--- config.mk ---
export PLATFORM = sky130hd
export DESIGN_NAME = rnsl_ctrl
export DESIGN_NICKNAME = d
export VERILOG_FILES = /design/src/hw/rtl/rnsl_pkg.sv /design/src/hw/rtl/rnsl_ctrl.sv
export SDC_FILE = /design/constraint.sdc
export NUM_CORES = 1
export LEC_CHECK = 0
export BUFFER_PORTS_ARGS = -buffer_cell sky130_fd_sc_hd__buf_4
export CAP_MARGIN = 20
export CORE_AREA = 2 2 39 41
export DETAILED_ROUTE_END_ITERATION = 12
export DIE_AREA = 0 0 41 43
export PLACE_DENSITY = 0.43
export SKIP_LAST_GASP = 1
export SYNTH_ARGS = -nofsm -noshare
export SYNTH_HDL_FRONTEND = slang
export SYNTH_SLANG_ARGS = --single-unit
--- constraint.sdc ---
create_clock -name clock -period 1 [get_ports clock]
set_input_delay 0.2 -clock clock [delete_from_list [all_inputs] [get_ports clock]]
set_output_delay 0.2 -clock clock [all_outputs]
set_load 0.01 [all_outputs]
--- src/hw/rtl/rnsl_pkg.sv ---
// Shared types and constants for the ring nearest-entry lookup block.
// Used by the controller, the datapath and the top level.
package rnsl_pkg;

   localparam int ID_W      = 64;
   localparam int IDX_OUT_W = 10;
   localparam int FUNC_W    = 2;
   localparam int STATUS_W  = 2;

   localparam logic [FUNC_W-1:0] FUNC_CLEAR  = 2'd0;
   localparam logic [FUNC_W-1:0] FUNC_APPEND = 2'd1;
   localparam logic [FUNC_W-1:0] FUNC_LOOKUP = 2'd2;

   localparam logic [STATUS_W-1:0] ST_OK    = 2'd0;
   localparam logic [STATUS_W-1:0] ST_FULL  = 2'd1;
   localparam logic [STATUS_W-1:0] ST_ORDER = 2'd2;

   typedef enum logic [2:0] {
      S_IDLE,
      S_DISPATCH,
      S_SEARCH,
      S_RIGHT,
      S_LEFT,
      S_PICK,
      S_FINISH
   } state_type;

   typedef struct packed {
      logic load;
      logic dispatch;
      logic search;
      logic rd_right;
      logic rd_left;
      logic pick;
      logic push;
   } cmd_type;

   typedef struct packed {
      logic lookup_multi;  // lookup on a table of two or more entries
      logic more;          // search interval not yet empty
      logic out_free;      // output register can take a result this cycle
   } stat_type;

endpackage

--- src/hw/rtl/rnsl_ctrl.sv ---
// Sequencer for the ring lookup: accepts a beat, steps the datapath through
// dispatch, binary search, neighbor reads and pick. Depends on rnsl_pkg.
module rnsl_ctrl (
   input  logic               clock,
   input  logic               reset,
   input  logic               req_tvalid,
   output logic               req_tready,
   input  rnsl_pkg::stat_type stat,
   output rnsl_pkg::cmd_type  cmd
);
   import rnsl_pkg::*;

   state_type state_ff, state_in;

   always_ff @(posedge clock) begin
      if (reset) begin
         state_ff <= S_IDLE;
      end else begin
         state_ff <= state_in;
      end
   end

   always_comb begin
      state_in = state_ff;
      unique case (state_ff)
         S_IDLE: begin
            if (req_tvalid) state_in = S_DISPATCH;
         end
         S_DISPATCH: begin
            state_in = stat.lookup_multi ? S_SEARCH : S_FINISH;
         end
         S_SEARCH: begin
            if (!stat.more) state_in = S_RIGHT;
         end
         S_RIGHT:  state_in = S_LEFT;
         S_LEFT:   state_in = S_PICK;
         S_PICK:   state_in = S_FINISH;
         S_FINISH: begin
            if (stat.out_free) state_in = S_IDLE;
         end
         default:  state_in = S_IDLE;
      endcase
   end

   always_comb begin
      cmd        = '0;
      req_tready = 1'b0;
      unique case (state_ff)
         S_IDLE: begin
            // no beat is taken while reset is held
            req_tready = !reset;
            cmd.load   = req_tvalid && !reset;
         end
         S_DISPATCH: cmd.dispatch = 1'b1;
         S_SEARCH:   cmd.search   = 1'b1;
         S_RIGHT:    cmd.rd_right = 1'b1;
         S_LEFT:     cmd.rd_left  = 1'b1;
         S_PICK:     cmd.pick     = 1'b1;
         S_FINISH:   cmd.push     = stat.out_free;
         default:    cmd          = '0;
      endcase
   end

endmodule

======== Yosys cells after proc, flatten, opt, wreduce, memory -nomap -nowiden ========
Cells that the tools add are included.
Widths: inputs -> output; s select.
storage, ports and cells
  word-level logic and storage cells ...... 27
  input bits .............................. 6
  register bits after elaboration ......... 3
operators by class
  muxes and demuxes ....................... 13
  reductions and logical operators ........ 4
  equality and inequality tests ........... 9
operator list
  operator            number
  $pmux 3 s7          1
  $mux 3              4
  $eq 3x3->1 const B  3
  $mux 1              8
  $eq 3x2->1 const B  2
  $ne 2x2->1 const B  3
  $eq 3x1->1 const B  1
  $logic_not 3->1     1
  $reduce_and 3->1    1
  $logic_and 1x1->1   1
  $logic_not 1->1     1

======== Depth between registers and ports, before layout ========
  word-level depth ........................ 3
  gate-level depth with buffers ........... 4
  depth with buffers taken out ............ 3

======== Worst setup path after synthesis ========
No wires, ideal clock.
  path kind ............................... register -> output
  start point ............................. register state_ff[1]
  end point ............................... output cmd[6] (netlist name)
  arrival time ............................ 0.963 ns
  cell stages (with the launch flop) ...... 4
  setup slack ............................. -0.163 ns
  cell sequence ........................... dfxtp_1 buf_6 nor4_4 and2_1
RTL lines
  item                      line             text
  start: declaration        rnsl_ctrl.sv:13  state_type state_ff, state_in;
  start signal: assignment  rnsl_ctrl.sv:19  state_ff <= state_in;
  end: declaration          rnsl_ctrl.sv:9   output rnsl_pkg::cmd_type cmd

==> results.sh <==
export IMPL_outcome="finished, violations left"
export IMPL_violations="setup timing"
export IMPL_fin_nets=58
export IMPL_cts_num_sinks=3
export IMPL_ys_warn_count=0
export IMPL_antenna_found_initial=0
export IMPL_routed_wl_um=616
export IMPL_port_buffers=13
export IMPL_ys_seq_area_share_pct=24.6
export IMPL_cp_num_cells=3
export IMPL_layout_common_cells="buf_4 (19), buf_6 (5), nor3b_2 (3), clkbuf_4 (3)"
export IMPL_slowest_stage="dfxtp_2"
export IMPL_grt_max_degree=9
export IMPL_fin_worst_skew_ps=3.13
export IMPL_finish_instance_area_um2=495
export IMPL_ir_worst_vdd_mv=0.562
export IMPL_cp_cell_sequence="nor4_4 > and2_4 > buf_4"
export IMPL_layout_commonest_cell="buf_4"
export IMPL_r2r_slack_ps=10
export IMPL_core_area_um2=1380
export IMPL_p_sw_w=0.000216
export IMPL_crit_type="register to output port"
export IMPL_grt_pass1_wl_um=1110
export IMPL_whs_path_depth=4
export IMPL_combPwrFrac_pct=45.1
export IMPL_final_cell_count_no_fill=67
export IMPL_setup_violations=8
export IMPL_fmax_mhz=761
export IMPL_place_area_um2=389
export IMPL_hold_path_end="state_ff[0]$_SDFFE_PP0P_"
export IMPL_clk_pin_slew_ps=40
export IMPL_avgViaCountPerCell=4.15
export IMPL_vias=278
export IMPL_synth_cells=26
export IMPL_place_gp_congestion=0.634
export IMPL_die_h_um=43
export IMPL_slew_violations=0
export IMPL_synth_fp_nets=32
export IMPL_cts_tree="built"
export IMPL_hold_class="input port to register"
export IMPL_reg_top3="state_ff: 3 flops"
export IMPL_finalHoldViolCount=0
export IMPL_r2r_end="state_ff[2]$_SDFFE_PP0P_"
export IMPL_power_density_nw_per_um2=1440
export IMPL_r2r_start="state_ff[2]$_SDFFE_PP0P_"
export IMPL_crit_fanout=4
export IMPL_required_ps=800
export IMPL_grtUsageTotal_pct=9.42
export IMPL_end_kind="output port"
export IMPL_drv_cap=0
export IMPL_power_total_w=0.000716
export IMPL_rsz0062_at_grt="yes"
export IMPL_leakage_nw=0.230
export IMPL_power_internal_w=0.000500
export IMPL_grt_pass1_vias=279
export IMPL_yosysUniqueCellTypes=17
export IMPL_tns_ps=-1970
export IMPL_p_sw_share_pct=30.2
export IMPL_hold_buffers=0
export IMPL_routedWlPerCell_um=9.19
export IMPL_worstHoldStart="stat[1]"
export IMPL_gr_total_overflow=0
export IMPL_critPathLaunchType="register"
export IMPL_worst_slack_ps=-313
export IMPL_largest_reg_flops=3
export IMPL_ant_nets=0
export IMPL_area_growth_syn_to_layout_pct=103
export IMPL_die_area_um2=1760
export IMPL_numPlacedInstances=59
export IMPL_rows=14
export IMPL_worst_slew_pin_slew_ps=218
export IMPL_ys_seq_elements=3
export IMPL_htreeDepth=1
export IMPL_clockRootBuffer="clkbuf_4"
export IMPL_cp_top_family="simple AND/OR/NAND/NOR gates"
export IMPL_initialDrtViolationCount=1
export IMPL_synth_area_per_cell_um2=9.38
export IMPL_insertion_delay_ps=230
export IMPL_ff2ff_path_depth=4
export IMPL_slew_headroom_pct=85.4
export IMPL_finalCritPeriodShare_pct=131
export IMPL_remaining_drc_errors=0
export IMPL_dr_pass1_iters=2
export IMPL_seq_power_share_pct=25.8
export IMPL_io_pins=14
export IMPL_synth_area_um2=244
export IMPL_clock_tree_buffer_depth=2
export IMPL_drive_gt1_share_pct=78.4
export IMPL_die_w_um=41
export IMPL_cp_buffers_inverters=1
export IMPL_fin_crit_ps=1310
export IMPL_worst_ep_arrival_time_ps=1110
export IMPL_regMostFlops="state_ff"
export IMPL_post_route_util_pct=35.8
export IMPL_numCtsBuffers=3
export IMPL_p_clk_share_pct=29.2
export IMPL_slowest_delay_ps=340
export IMPL_dp_hpwl_um=436
export IMPL_start_util_pct=17.6
export IMPL_insertedDiodeCount=0
[layout make-up]
type / instances / area (um^2)
clock buffer: 4 / 26.3
sequential: 3 / 68.8
tap: 16 / 20.0
multi-input combinational: 20 / 181
timing repair buffer: 24 / 199
fill: 148 / 888
[repair_timing]
action,4_1_cts,5_1_grt
setup endpoints to repair,11,10
setup buffers,2,2
endpoints found under the hold margin,0,0
pin swaps,4,3
gates cloned,0,0
resized for setup,8,6
[metal layers]
layer	global-route usage, %	vias to the layer above	wire length (um)	part of all wire [%]
li1	-	145	-	-
met1	12.1	126	226	37
met2	11.9	7	341	55
met3	4.71	0	48	7.8
met4	6.00	0	0	0
met5	0	-	0	0
[cells in the mapped netlist]
cell type  n  area share, %
nor3b_1    3            9.2
and2_1     1            2.6
o31ai_1    1            3.1
nor2b_1    1            2.6
nor2_1     3            4.6
nor3b_2    1            5.1
mux2i_1    1            4.1
nor4_4     1            8.7
nand2_1    1            1.5
and3b_2    1            4.1
o21ai_1    1            2.0
o21bai_1   1            3.1
and4b_2    1            4.6
dfxtp_1    3             25
buf_6      3             14
a21oi_1    2            4.1
nor3_1     1            2.0
[worst register-to-register path: stages, from the launching register on]
cell and delay (ps):
dfxtp_2 370, and3b_2 230, buf_4 130, nor2_2 90, a21oi_1 60
[worst max path at each step]
stage	from	end	slack, ps
finish	state_ff[2]$_SDFFE_PP0P_	cmd[6]	-310
global route	state_ff[2]$_SDFFE_PP0P_	cmd[6]	-380
CTS	state_ff[2]$_SDFFE_PP0P_	cmd[6]	-320
detailed placement	state_ff[0]$_SDFFE_PP0P_	cmd[6]	-100
global placement	state_ff[1]$_SDFFE_PP0P_	cmd[0]	-90
floorplan	state_ff[2]$_SDFFE_PP0P_	cmd[6]	-50
[power by group through the flow]
stage | Combinational [W] | Clock, W | Sequential [W]
after floorplan | 0.000169 | 0 | 0.000159
after global placement | 0.000249 | 0 | 0.000180
after detailed placement | 0.000251 | 0 | 0.000179
after CTS | 0.000282 | 0.000225 | 0.000179
after global routing | 0.000354 | 0.000236 | 0.000189
final | 0.000323 | 0.000209 | 0.000184
[per-stage QoR]
step	worst slack (ps)	hold WS [ps]
CTS	-316	227
detailed placement	-96.4	488
floorplan	-46.7	262
global route	-376	239
global placement	-91.0	486
finish	-313	238
[cell families (layout without fill, tap and decap cells)]
kind of cell	Yosys count	in the layout	synth area share (%)
AOI/OAI and AO/OA	5	5	12.3
and+or+nand+nor	14	14	45.1
buffers and inverters	3	28	13.8
DFF	3	3	24.6
muxes	1	1	4.10
No activity file was read; power rests on OpenSTA's default activity.
